### src/sv/gcbs_pkg.sv
package gcbs_pkg;

  // Field and register widths
  localparam int SIZE_W  = 11;
  localparam int GHOST_W = 4;
  localparam int COORD_W = 10;
  localparam int IDX_W   = 30;
  localparam int VAL_W   = 32;
  localparam int PROD_W  = 2 * SIZE_W;
  localparam int CFG_A_W = 3;

  // Default parameter values
  localparam int MAX_DIM_DEF   = 1024;
  localparam int MAX_GHOST_DEF = 8;

  // Configuration register indexes
  localparam logic [CFG_A_W-1:0] REG_SIZE_X      = 3'd0;
  localparam logic [CFG_A_W-1:0] REG_SIZE_Y      = 3'd1;
  localparam logic [CFG_A_W-1:0] REG_SIZE_Z      = 3'd2;
  localparam logic [CFG_A_W-1:0] REG_GHOST_WIDTH = 3'd3;
  localparam logic [CFG_A_W-1:0] REG_NEGATE_AXIS = 3'd4;
  localparam logic [CFG_A_W-1:0] REG_FACE_ENABLE = 3'd5;

  // Boundary kinds
  localparam logic [2:0] KIND_REFLECT  = 3'd0;
  localparam logic [2:0] KIND_OUTFLOW  = 3'd1;
  localparam logic [2:0] KIND_INFLOW   = 3'd2;
  localparam logic [2:0] KIND_PERIODIC = 3'd3;
  localparam logic [2:0] KIND_SHEAR    = 3'd4;

  // Face axis codes
  localparam logic [1:0] AXIS_X = 2'd0;
  localparam logic [1:0] AXIS_Y = 2'd1;

  // Actions
  localparam logic [2:0] ACT_NONE  = 3'd0;
  localparam logic [2:0] ACT_COPY  = 3'd1;
  localparam logic [2:0] ACT_NEG   = 3'd2;
  localparam logic [2:0] ACT_WRITE = 3'd3;
  localparam logic [2:0] ACT_ERR   = 3'd4;

  typedef struct packed {
    logic [2:0]         face;
    logic [2:0]         layer;
    logic [COORD_W-1:0] coord_u;
    logic [COORD_W-1:0] coord_v;
    logic [2:0]         boundary_kind;
    logic [VAL_W-1:0]   inflow_value;
  } in_word_t;

  typedef struct packed {
    logic [IDX_W-1:0] dest_index;
    logic [IDX_W-1:0] src_index;
    logic [2:0]       action;
    logic [VAL_W-1:0] value_out;
  } out_word_t;

  typedef struct packed {
    logic [SIZE_W-1:0]  size_x;
    logic [SIZE_W-1:0]  size_y;
    logic [SIZE_W-1:0]  size_z;
    logic [GHOST_W-1:0] ghost_width;
    logic [1:0]         negate_axis;
    logic [5:0]         face_enable;
  } cfg_t;

  // Decoded cell: coordinates of destination and source, saturated x and y sizes, action, value
  typedef struct packed {
    logic [SIZE_W-1:0] dx;
    logic [SIZE_W-1:0] dy;
    logic [SIZE_W-1:0] dz;
    logic [SIZE_W-1:0] sxc;
    logic [SIZE_W-1:0] syc;
    logic [SIZE_W-1:0] szc;
    logic [SIZE_W-1:0] nx;
    logic [SIZE_W-1:0] ny;
    logic [2:0]        action;
    logic [VAL_W-1:0]  value;
  } dec_t;

  // Load enables of the index stages
  typedef struct packed {
    logic s2;
    logic s3;
    logic s4;
  } stg_en_t;

endpackage

### src/sv/gcbs_decode.sv
module gcbs_decode #(
  parameter int MAX_DIM   = gcbs_pkg::MAX_DIM_DEF,
  parameter int MAX_GHOST = gcbs_pkg::MAX_GHOST_DEF
) (
  input  logic              clk,
  input  logic              en,
  input  gcbs_pkg::in_word_t in_word,
  input  gcbs_pkg::cfg_t    cfg,
  output gcbs_pkg::dec_t    dec_r
);

  localparam int SW = gcbs_pkg::SIZE_W;
  localparam int CW = SW + 2;

  gcbs_pkg::dec_t dec_nxt;

  logic [SW-1:0] nx, ny, nz, n, du, dv, g, two_g, lay, face_pos, src_pos;
  logic [gcbs_pkg::GHOST_W-1:0] gs;
  logic [1:0]    axis;
  logic          hi, face_ok, cell_ok, copy;
  logic [7:0]    fe8;
  logic [2:0]    act;

  // Saturate sizes and ghost width, check the cell, build coordinates
  always_comb begin
    nx = ({2'b0, cfg.size_x} > CW'(MAX_DIM)) ? SW'(MAX_DIM) : cfg.size_x;
    ny = ({2'b0, cfg.size_y} > CW'(MAX_DIM)) ? SW'(MAX_DIM) : cfg.size_y;
    nz = ({2'b0, cfg.size_z} > CW'(MAX_DIM)) ? SW'(MAX_DIM) : cfg.size_z;
    gs = ({1'b0, cfg.ghost_width} > 5'(MAX_GHOST)) ? gcbs_pkg::GHOST_W'(MAX_GHOST)
                                                   : cfg.ghost_width;
    g     = SW'(gs);
    two_g = SW'({gs, 1'b0});
    lay   = SW'(in_word.layer);
    axis  = in_word.face[2:1];
    hi    = in_word.face[0];
    fe8   = {2'b00, cfg.face_enable};
    face_ok = (in_word.face <= 3'd5) && fe8[in_word.face];

    unique case (axis)
      gcbs_pkg::AXIS_X: begin
        n = nx; du = ny; dv = nz;
      end
      gcbs_pkg::AXIS_Y: begin
        n = ny; du = nx; dv = nz;
      end
      default: begin
        n = nz; du = nx; dv = ny;
      end
    endcase

    cell_ok = face_ok && (lay < g) && (n > two_g)
              && (SW'(in_word.coord_u) < du) && (SW'(in_word.coord_v) < dv);

    face_pos = hi ? (n - g + lay) : lay;

    // Source coordinate on the face axis and the action
    src_pos = '0;
    unique case (in_word.boundary_kind)
      gcbs_pkg::KIND_REFLECT: begin
        src_pos = hi ? (n - g - SW'(1) - lay) : (two_g - SW'(1) - lay);
        act = (cfg.negate_axis == (axis + 2'd1)) ? gcbs_pkg::ACT_NEG : gcbs_pkg::ACT_COPY;
      end
      gcbs_pkg::KIND_OUTFLOW: begin
        src_pos = hi ? (n - g - SW'(1)) : g;
        act = gcbs_pkg::ACT_COPY;
      end
      gcbs_pkg::KIND_INFLOW:   act = gcbs_pkg::ACT_WRITE;
      gcbs_pkg::KIND_PERIODIC: begin
        src_pos = hi ? (g + lay) : (lay + n - two_g);
        act = gcbs_pkg::ACT_COPY;
      end
      gcbs_pkg::KIND_SHEAR:    act = gcbs_pkg::ACT_NONE;
      default:                 act = gcbs_pkg::ACT_ERR;
    endcase

    copy = cell_ok && ((act == gcbs_pkg::ACT_COPY) || (act == gcbs_pkg::ACT_NEG));

    dec_nxt.nx = nx;
    dec_nxt.ny = ny;

    // Place the coordinates by face axis; zero the destination for a dropped cell and the source for a non-copy
    unique case (axis)
      gcbs_pkg::AXIS_X: begin
        dec_nxt.dx  = face_pos;
        dec_nxt.dy  = SW'(in_word.coord_u);
        dec_nxt.dz  = SW'(in_word.coord_v);
        dec_nxt.sxc = src_pos;
        dec_nxt.syc = SW'(in_word.coord_u);
        dec_nxt.szc = SW'(in_word.coord_v);
      end
      gcbs_pkg::AXIS_Y: begin
        dec_nxt.dx  = SW'(in_word.coord_u);
        dec_nxt.dy  = face_pos;
        dec_nxt.dz  = SW'(in_word.coord_v);
        dec_nxt.sxc = SW'(in_word.coord_u);
        dec_nxt.syc = src_pos;
        dec_nxt.szc = SW'(in_word.coord_v);
      end
      default: begin
        dec_nxt.dx  = SW'(in_word.coord_u);
        dec_nxt.dy  = SW'(in_word.coord_v);
        dec_nxt.dz  = face_pos;
        dec_nxt.sxc = SW'(in_word.coord_u);
        dec_nxt.syc = SW'(in_word.coord_v);
        dec_nxt.szc = src_pos;
      end
    endcase

    if (!cell_ok) begin
      dec_nxt.dx = '0;
      dec_nxt.dy = '0;
      dec_nxt.dz = '0;
    end
    if (!copy) begin
      dec_nxt.sxc = '0;
      dec_nxt.syc = '0;
      dec_nxt.szc = '0;
    end
    dec_nxt.action = cell_ok ? act : gcbs_pkg::ACT_NONE;
    dec_nxt.value  = (cell_ok && (act == gcbs_pkg::ACT_WRITE)) ? in_word.inflow_value : '0;
  end

  // Stage 1 register
  always_ff @(posedge clk) begin
    if (en) begin
      dec_r <= dec_nxt;
    end
  end

endmodule

### src/sv/gcbs_linear.sv
module gcbs_linear (
  input  logic                          clk,
  input  gcbs_pkg::stg_en_t             en,
  input  logic [gcbs_pkg::SIZE_W-1:0]   x,
  input  logic [gcbs_pkg::SIZE_W-1:0]   y,
  input  logic [gcbs_pkg::SIZE_W-1:0]   z,
  input  logic [gcbs_pkg::SIZE_W-1:0]   nx,
  input  logic [gcbs_pkg::SIZE_W-1:0]   ny,
  output logic [gcbs_pkg::IDX_W-1:0]    idx_r
);

  localparam int SW = gcbs_pkg::SIZE_W;
  localparam int PW = gcbs_pkg::PROD_W;
  localparam int IW = gcbs_pkg::IDX_W;

  logic [SW-1:0]   x2_r, z2_r;
  logic [PW-1:0]   ysx_r, plane_r;
  logic [PW:0]     base_r;
  logic [IW-1:0]   zp_r;
  logic [PW+SW-1:0] zprod;

  assign zprod = PW'(plane_r) * (PW+SW)'(z2_r);

  // Stage 2: row offset and plane size
  always_ff @(posedge clk) begin
    if (en.s2) begin
      ysx_r   <= PW'(y) * PW'(nx);
      plane_r <= PW'(nx) * PW'(ny);
      x2_r    <= x;
      z2_r    <= z;
    end
  end

  // Stage 3: plane offset, in-plane sum
  always_ff @(posedge clk) begin
    if (en.s3) begin
      zp_r   <= zprod[IW-1:0];
      base_r <= (PW+1)'(ysx_r) + (PW+1)'(x2_r);
    end
  end

  // Stage 4: final index, wrapped to the index width
  always_ff @(posedge clk) begin
    if (en.s4) begin
      idx_r <= zp_r + IW'(base_r);
    end
  end

endmodule

### src/sv/ghost_cell_boundary_source_unit.sv
// Ghost cell boundary source: destination index, source index and action per cell.
// Stages: decode register, then three index stages splitting the index multipliers.
// Throughput: one word per cycle while the output is not stalled.
// Bubbles in the pipeline are squeezed out while the output is stalled.
// Reset (rst_n low, synchronous) empties the pipeline and loads the default registers.
module ghost_cell_boundary_source_unit #(
  parameter int MAX_DIM   = gcbs_pkg::MAX_DIM_DEF,
  parameter int MAX_GHOST = gcbs_pkg::MAX_GHOST_DEF
) (
  input  logic                            clk,
  input  logic                            rst_n,
  input  logic                            in_valid,
  output logic                            in_stall,
  input  gcbs_pkg::in_word_t              in_data,
  output logic                            out_valid,
  input  logic                            out_stall,
  output gcbs_pkg::out_word_t             out_data,
  input  logic                            cfg_we,
  input  logic [gcbs_pkg::CFG_A_W-1:0]    cfg_addr,
  input  logic [gcbs_pkg::SIZE_W-1:0]     cfg_wdata
);

  gcbs_pkg::cfg_t    cfg_r;
  gcbs_pkg::dec_t    dec_r;
  gcbs_pkg::stg_en_t en;

  logic v1_r, v2_r, v3_r, v4_r;
  logic rdy1, rdy2, rdy3, rdy4;
  logic [2:0]                   act2_r, act3_r, act4_r;
  logic [gcbs_pkg::VAL_W-1:0]   val2_r, val3_r, val4_r;
  logic [gcbs_pkg::IDX_W-1:0]   dest_idx, src_idx;

  // Configuration registers
  always_ff @(posedge clk) begin
    if (!rst_n) begin
      cfg_r.size_x      <= gcbs_pkg::SIZE_W'(16);
      cfg_r.size_y      <= gcbs_pkg::SIZE_W'(16);
      cfg_r.size_z      <= gcbs_pkg::SIZE_W'(16);
      cfg_r.ghost_width <= gcbs_pkg::GHOST_W'(3);
      cfg_r.negate_axis <= 2'd0;
      cfg_r.face_enable <= 6'h3f;
    end else if (cfg_we) begin
      unique case (cfg_addr)
        gcbs_pkg::REG_SIZE_X:      cfg_r.size_x      <= cfg_wdata;
        gcbs_pkg::REG_SIZE_Y:      cfg_r.size_y      <= cfg_wdata;
        gcbs_pkg::REG_SIZE_Z:      cfg_r.size_z      <= cfg_wdata;
        gcbs_pkg::REG_GHOST_WIDTH: cfg_r.ghost_width <= cfg_wdata[gcbs_pkg::GHOST_W-1:0];
        gcbs_pkg::REG_NEGATE_AXIS: cfg_r.negate_axis <= cfg_wdata[1:0];
        gcbs_pkg::REG_FACE_ENABLE: cfg_r.face_enable <= cfg_wdata[5:0];
        default: ;
      endcase
    end
  end

  // A stage loads when it is empty or the next one moves
  assign rdy4     = !v4_r || !out_stall;
  assign rdy3     = !v3_r || rdy4;
  assign rdy2     = !v2_r || rdy3;
  assign rdy1     = !v1_r || rdy2;
  assign in_stall = !rdy1;
  assign en.s2    = rdy2;
  assign en.s3    = rdy3;
  assign en.s4    = rdy4;

  // Advance valid bits
  always_ff @(posedge clk) begin
    if (!rst_n) begin
      v1_r <= 1'b0;
      v2_r <= 1'b0;
      v3_r <= 1'b0;
      v4_r <= 1'b0;
    end else begin
      if (rdy1) v1_r <= in_valid;
      if (rdy2) v2_r <= v1_r;
      if (rdy3) v3_r <= v2_r;
      if (rdy4) v4_r <= v3_r;
    end
  end

  gcbs_decode #(
    .MAX_DIM   (MAX_DIM),
    .MAX_GHOST (MAX_GHOST)
  ) u_decode (
    .clk     (clk),
    .en      (rdy1),
    .in_word (in_data),
    .cfg     (cfg_r),
    .dec_r   (dec_r)
  );

  gcbs_linear u_dest (
    .clk   (clk),
    .en    (en),
    .x     (dec_r.dx),
    .y     (dec_r.dy),
    .z     (dec_r.dz),
    .nx    (dec_r.nx),
    .ny    (dec_r.ny),
    .idx_r (dest_idx)
  );

  gcbs_linear u_src (
    .clk   (clk),
    .en    (en),
    .x     (dec_r.sxc),
    .y     (dec_r.syc),
    .z     (dec_r.szc),
    .nx    (dec_r.nx),
    .ny    (dec_r.ny),
    .idx_r (src_idx)
  );

  // Carry action and value alongside the index stages
  always_ff @(posedge clk) begin
    if (rdy2) begin
      act2_r <= dec_r.action;
      val2_r <= dec_r.value;
    end
    if (rdy3) begin
      act3_r <= act2_r;
      val3_r <= val2_r;
    end
    if (rdy4) begin
      act4_r <= act3_r;
      val4_r <= val3_r;
    end
  end

  assign out_valid           = v4_r;
  assign out_data.dest_index = dest_idx;
  assign out_data.src_index  = src_idx;
  assign out_data.action     = act4_r;
  assign out_data.value_out  = val4_r;

endmodule

### config.mk
export PLATFORM = sky130hd
export DESIGN_NAME = ghost_cell_boundary_source_unit
export DESIGN_NICKNAME = d
export VERILOG_FILES = /design/src/sv/gcbs_pkg.sv /design/src/sv/gcbs_decode.sv /design/src/sv/gcbs_linear.sv /design/src/sv/ghost_cell_boundary_source_unit.sv
export SDC_FILE = /design/constraint.sdc
export NUM_CORES = 2
export LEC_CHECK = 0
export BUFFER_PORTS_ARGS = -buffer_cell sky130_fd_sc_hd__clkbuf_2
export CAP_MARGIN = 40
export CORE_ASPECT_RATIO = 1.4
export CORE_MARGIN = 8
export CORE_UTILIZATION = 60
export CTS_BUF_LIST = sky130_fd_sc_hd__clkbuf_4 sky130_fd_sc_hd__clkbuf_8 sky130_fd_sc_hd__clkbuf_16
export DETAILED_ROUTE_END_ITERATION = 10
export HOLD_SLACK_MARGIN = 0.03
export PLACE_DENSITY = 0.76
export SLEW_MARGIN = 15
export SYNTH_ARGS = -nofsm -noshare
export SYNTH_HDL_FRONTEND = slang
export SYNTH_SLANG_ARGS = --single-unit
### constraint.sdc
create_clock -name clk -period 10.05 [get_ports clk]
set_clock_uncertainty 0.05 [all_clocks]
set_input_delay 3.015 -clock clk [delete_from_list [all_inputs] [get_ports clk]]
set_output_delay 3.015 -clock clk [all_outputs]
set_load 0.1 [all_outputs]
Word-level counts from Yosys, hierarchy flattened
Cells that the tools add are included.
{ "word_totals": {"elab_cells": 128, "ff_bits": 553} }
{ "op_classes": {"n_mux": 17, "magnitude_cmp": 10, "mul": 5, "eq_ne": 14, "reduce_logical": 29, "add_sub_neg": 14} }
{ "op_table": {"columns": ["op", "count"], "rows": [
  ["case mux 66 bit (2 select lines)", 1],
  ["2-to-1 mux 11 bit", 9],
  ["multiplier 11 x 11 -> 22 bit", 3],
  ["adder 30 x 23 -> 30 bit", 2],
  ["multiplier 22 x 11 -> 30 bit", 2],
  ["adder 22 x 11 -> 23 bit", 2],
  ["greater-than comparator 11 bit (second input constant)", 3],
  ["case mux 11 bit (3 select lines)", 1],
  ["< comparator 10 x 11 -> 1 bit", 2],
  ["case mux 11 bit (2 select lines)", 1],
  ["subtractor 11 x 3 -> 11 bit", 2],
  ["equality test 3 x 2 -> 1 bit (second input constant)", 6],
  ["case mux 3 bit (4 select lines)", 1],
  ["AND reduction 2 bit", 6],
  ["adder 11 x 3 -> 11 bit", 1],
  ["adder 3 x 11 -> 11 bit", 1],
  ["greater-than comparator 11 x 5 -> 1 bit", 1],
  ["subtractor 11 x 1 -> 11 bit (second input constant)", 1],
  ["subtractor 11 x 4 -> 11 bit", 1],
  ["subtractor 11 x 5 -> 11 bit", 1],
  ["equality test 3 x 1 -> 1 bit (second input constant)", 3],
  ["equality test 3 bit (second input constant)", 3],
  ["logical AND 1 bit", 7],
  ["logical NOT 1 bit", 6],
  ["17 further kinds", 23]
]} }

Logic depth before layout (Yosys ltp)
{ "logic_depth": {"ltp_word": 9, "depth_mapped": 24, "mapped_depth_nobuf": 23} }

By module
Synthesis repeated with hierarchy kept, for this count alone.
{ "unflattened": {"hier_cells": 5617, "hier_area_um2": 56813.2} }
{ "modules_own_cells": {"columns": ["mod", "n_inst", "cells_per_inst", "area_each_um2"], "rows": [
  ["gcbs_linear (u_dest)", 1, 2242, 21673.3],
  ["gcbs_linear (u_src)", 1, 2216, 21515.6],
  ["gcbs_decode", 1, 866, 8563.2],
  ["ghost_cell_boundary_source_unit", 1, 293, 5061.1]
]} }

Worst setup path after synthesis
No wires, ideal clock.
{ "synth_timing": {"kind": "input -> output", "startpoint": "input port out_stall", "endpoint": "output port in_stall", "cell_stages": 3, "slack_ps": -1190, "arrival_ps": 8175, "required_time_ps": 6985, "path_cell_list": "and3_1 nand3_1 inv_1"} }
{ "synth_between": {"elab_chain_cells": 6} }
{ "synth_lines": {"columns": ["element", "line", "source"], "rows": [
  ["start: declaration", "ghost_cell_boundary_source_unit.sv:16", "input logic out_stall,"],
  ["logical NOT 1 bit", "ghost_cell_boundary_source_unit.sv:56", "assign rdy4 = !v4_r || !out_stall;"],
  ["logical OR 1 bit", "ghost_cell_boundary_source_unit.sv:56", null],
  ["logical OR 1 bit", "ghost_cell_boundary_source_unit.sv:57", "assign rdy3 = !v3_r || rdy4;"],
  ["logical OR 1 bit", "ghost_cell_boundary_source_unit.sv:58", "assign rdy2 = !v2_r || rdy3;"],
  ["logical OR 1 bit", "ghost_cell_boundary_source_unit.sv:59", "assign rdy1 = !v1_r || rdy2;"],
  ["logical NOT 1 bit", "ghost_cell_boundary_source_unit.sv:60", "assign in_stall = !rdy1;"],
  ["end: declaration", "ghost_cell_boundary_source_unit.sv:13", "output logic in_stall,"]
]} }
Every way passes these cells.

Worst setup path in the final report
Ends and elaborated chain as after synthesis.

==> metrics.md <==
| Metric | Value |
|---|---|
| Status | `finished clean` |
| Setup Fix Bufs, Post-CTS | `0` |
| # resized after CTS | `0` |
| WP data required | `~7.0 ns` |
| Root cell of the clock tree | `clkbuf_16` |
| Tmin final | `7.969 ns` |
| Hold buffers post-CTS | `0` |
| Worst setup path category | `input pin to output pin` |
| DRT Wirelength | `around 120000 um` |
| Gpl congestion | `a little over 0.9` |
| TritonRoute pass-1 iters | `6` |
| P_leak | `24.52 nW` |
| Peak VDD IR | `0.1537 mV` |
| Num CTS Buffers | `54` |
| Post-synth top area share | `0.2987` |
| PwrDens | `slightly above 90 nW/um^2` |
| Starting DRT DRC Count | `2210` |
| Min Hold Slack | `about 0.36 ns` |
| Initial antenna violation count | `0` |
| Commonest register cell after synthesis | `edfxtp_1` |
| Core area | `about 84000 um^2` |
| Routed length per instance | `20.32 um` |
| CP startpoint | `out_stall` |
| Largest net degree at the start of global routing | `67` |
| Pre-CTS setup slack | `1.609 ns` |
| Cell area after synthesis | `approximately 50000 um^2` |
| Post-synthesis sequential area ratio | `0.3181` |
| Synth unique cells | `around 110` |
| Final setup margin | `2.081 ns` |
| Clk pwr share | `0.409` |
| CP arrival | `4.90 ns` |
| Via/cell ratio | `5.744` |
| Yosys Warn Count | `0` |
| Worst-path clk slew | `around 0.070 ns` |
| Area contributors post-synth | `edfxtp_1 30%, fa_1 24%, ha_1 10%` |
| Nets | `6071` |
| P_sw | `1.234 mW` |
| RSZ-0062 raised after global routing | `no` |
| Post-route setup TNS | `0 ns` |
| Worst min-delay path category | `flop to flop` |
| Fmax | `around 130 MHz` |
| Switch share | `0.2454` |
| CP endpoint kind | `output pin` |
| Most instantiated cells after synthesis | `714 x nand2_1, 663 x inv_1, 605 x fa_1, 504 x edfxtp_1, 424 x ha_1` |
| Vias | `34999` |
| Fin. Hold Viols | `0` |
| Asr flop ratio synth | `0` |
| Average size of a mapped cell | `10.41 um^2` |
| Pwr Total | `5.028 mW` |
| Final Cell Area | `54630 um^2` |
| Synth-to-Final Area Change | `7.824%` |
| Full die area | `94130 um^2` |
| Congestion Overflow GR | `0` |
| ANT cells | `0` |
| Buffers on Ports | `176` |
| Clock Sinks | `553` |
| Combinational share of power | `0.088` |
| Post-layout util | `0.6501` |
| Top-count cell post-synth | `nand2_1` |
| Row count | `roughly 130` |
| Non-Filler Instances | `a little over 6000` |
| Min-delay src | `act3_r[2]$_DFFE_PP_` |
| # DRC | `0` |
| Vias in the first global route | `between 30000 and 40000` |
| Syn Nets | `5974` |
| Placement-stage cell area | `52790 um^2` |
| P_int | `3.794 mW` |
| Initial Utilization | `0.6029` |
| Synth area leader | `edfxtp_1` |
| GRT Total Usage | `0.2682` |
| Die Span Y | `359.8 um` |
| Post-synth EDFFs | `504` |
| Slew @ Worst Pin | `0.9463 ns` |
| Final Cycle Share | `0.7930` |
| Clk Latency, worst-skew pair | `0.64 ns` |
| Clk buf depth | `3` |
| Critical path peak fanout | `47` |
| Die X | `261.6 um` |
| ANT nets after route | `0` |
| Worst reg2reg path startpoint | `u_src.z2_r[9]$_DFFE_PP_` |
| Slew Limit Fails | `0` |
| CTS tree | `built` |
| Startpoint class of the critical path | `input pin` |
| Max-cap check violation count | `0` |
| Share of cells above drive strength 1 | `0.07932` |
| Synthesized instance count | `a little under 5000` |
| Final setup viols | `0` |
| # IOs | `177` |
| Seq pwr share | `0.503` |
| Yosys reg bits | `553` |
| Wire length of the first global-routing pass | `198100 um` |
| Placed Instances | `5990` |
| Detailed placement HPWL | `around 96000 um` |
| Max_slew headroom | `0.3648` |
| H-tree depth | `2` |
layer usage:
| layer | track usage | routed length (um) |
|---|---|---|
| met5 | 0 | 0 |
| met4 | 0.1526 | 7971 |
| met3 | 0.03368 | 6702 |
| met2 | 0.4762 | 64020 |
| met1 | 0.3087 | 45140 |
layout by cell type (no fill, tap or decap), types with 9 or more instances in the layout:
cell type / instances
a21oi_1: 172
a22o_1: 15
and3_1: 29
nand2_1: 712
a21boi_0: 38
nand4_1: 12
clkbuf_16: 54
inv_1: 662
o21a_1: 33
dfxtp_1: 49
nor3b_1: 14
mux2i_1: 27
and2_1: 368
clkinv_2: 11
a211oi_1: 10
xnor2_1: 167
nor2_1: 166
nor2b_1: 64
o211ai_1: 11
xor2_1: 64
fa_1: 605
nand2b_1: 34
o21ai_1: 11
a21o_1: 43
ha_1: 424
o21bai_1: 13
clkbuf_2: 176
buf_8: 15
or3_1: 12
a22oi_1: 17
clkinv_1: 9
buf_4: 49
nand3_1: 71
edfxtp_1: 504
a31oi_1: 18
o21ai_0: 92
nor3_1: 44
power groups by stage:
stage               clock [mW]  sequential [mW]  combinational (mW)
global placement             0             2.59               0.420
finish                    2.05             2.53               0.444
floorplan                    0             2.63               0.237
global route              2.17             2.53               0.476
detailed placement           0             2.58               0.437
CTS                       2.10             2.53               0.439
cell type report:
cell class / count / area, um^2
flip-flops and latches: 553 / 16120
clock buffers: 59 / 1389
clock inverters: 40 / 389.1
fillers: 6542 / 29400
multi-input cells: 3439 / 31260
repair buffers: 247 / 1598
inverters: 667 / 2511
well taps: 1088 / 1361
cells by family (layout without fill, tap and decap cells):
logic type,Yosys count,in the layout,synth area share
AND/OR/NAND/NOR,1577,1577,0.1509
XOR/XNOR,235,235,0.04134
AO/OA/AOI/OAI,569,569,0.07453
multiplexers,29,29,0.005828
adder cells (fa/ha/maj),1029,1029,0.3438
buffers and inverters,873,1013,0.06557
flip-flops,553,553,0.3181
path summary, 6_finish.rpt:
path / cells past startpoint / end / slack [ns]
setup / recovery: 5 / in_stall / 2.08
hold / removal: 0 / act4_r[2]$_DFFE_PP_ / 0.36
setup reg to reg: 19 / u_src.zp_r[28]$_DFFE_PP_ / 3.39
hold reg to reg: 0 / act4_r[2]$_DFFE_PP_ / 0.36
registers in the layout (all words and copies together), names as in the netlist, 23 cells and up:
register / count
cfg_r: 45
u_src.idx_r: 30
u_decode.dec_r: 123
u_src.base_r: 23
u_dest.base_r: 23
val2_r: 32
val4_r: 32
u_dest.zp_r: 30
u_src.zp_r: 30
val3_r: 32
u_dest.idx_r: 30
worst max-delay path, cell delays in order:
cell and delay [ns]:
clkbuf_2 0.12, and3_1 0.40, nand3_4 0.62, inv_1 0.25, clkbuf_2 0.49
No activity file was read; power rests on OpenSTA's default activity.
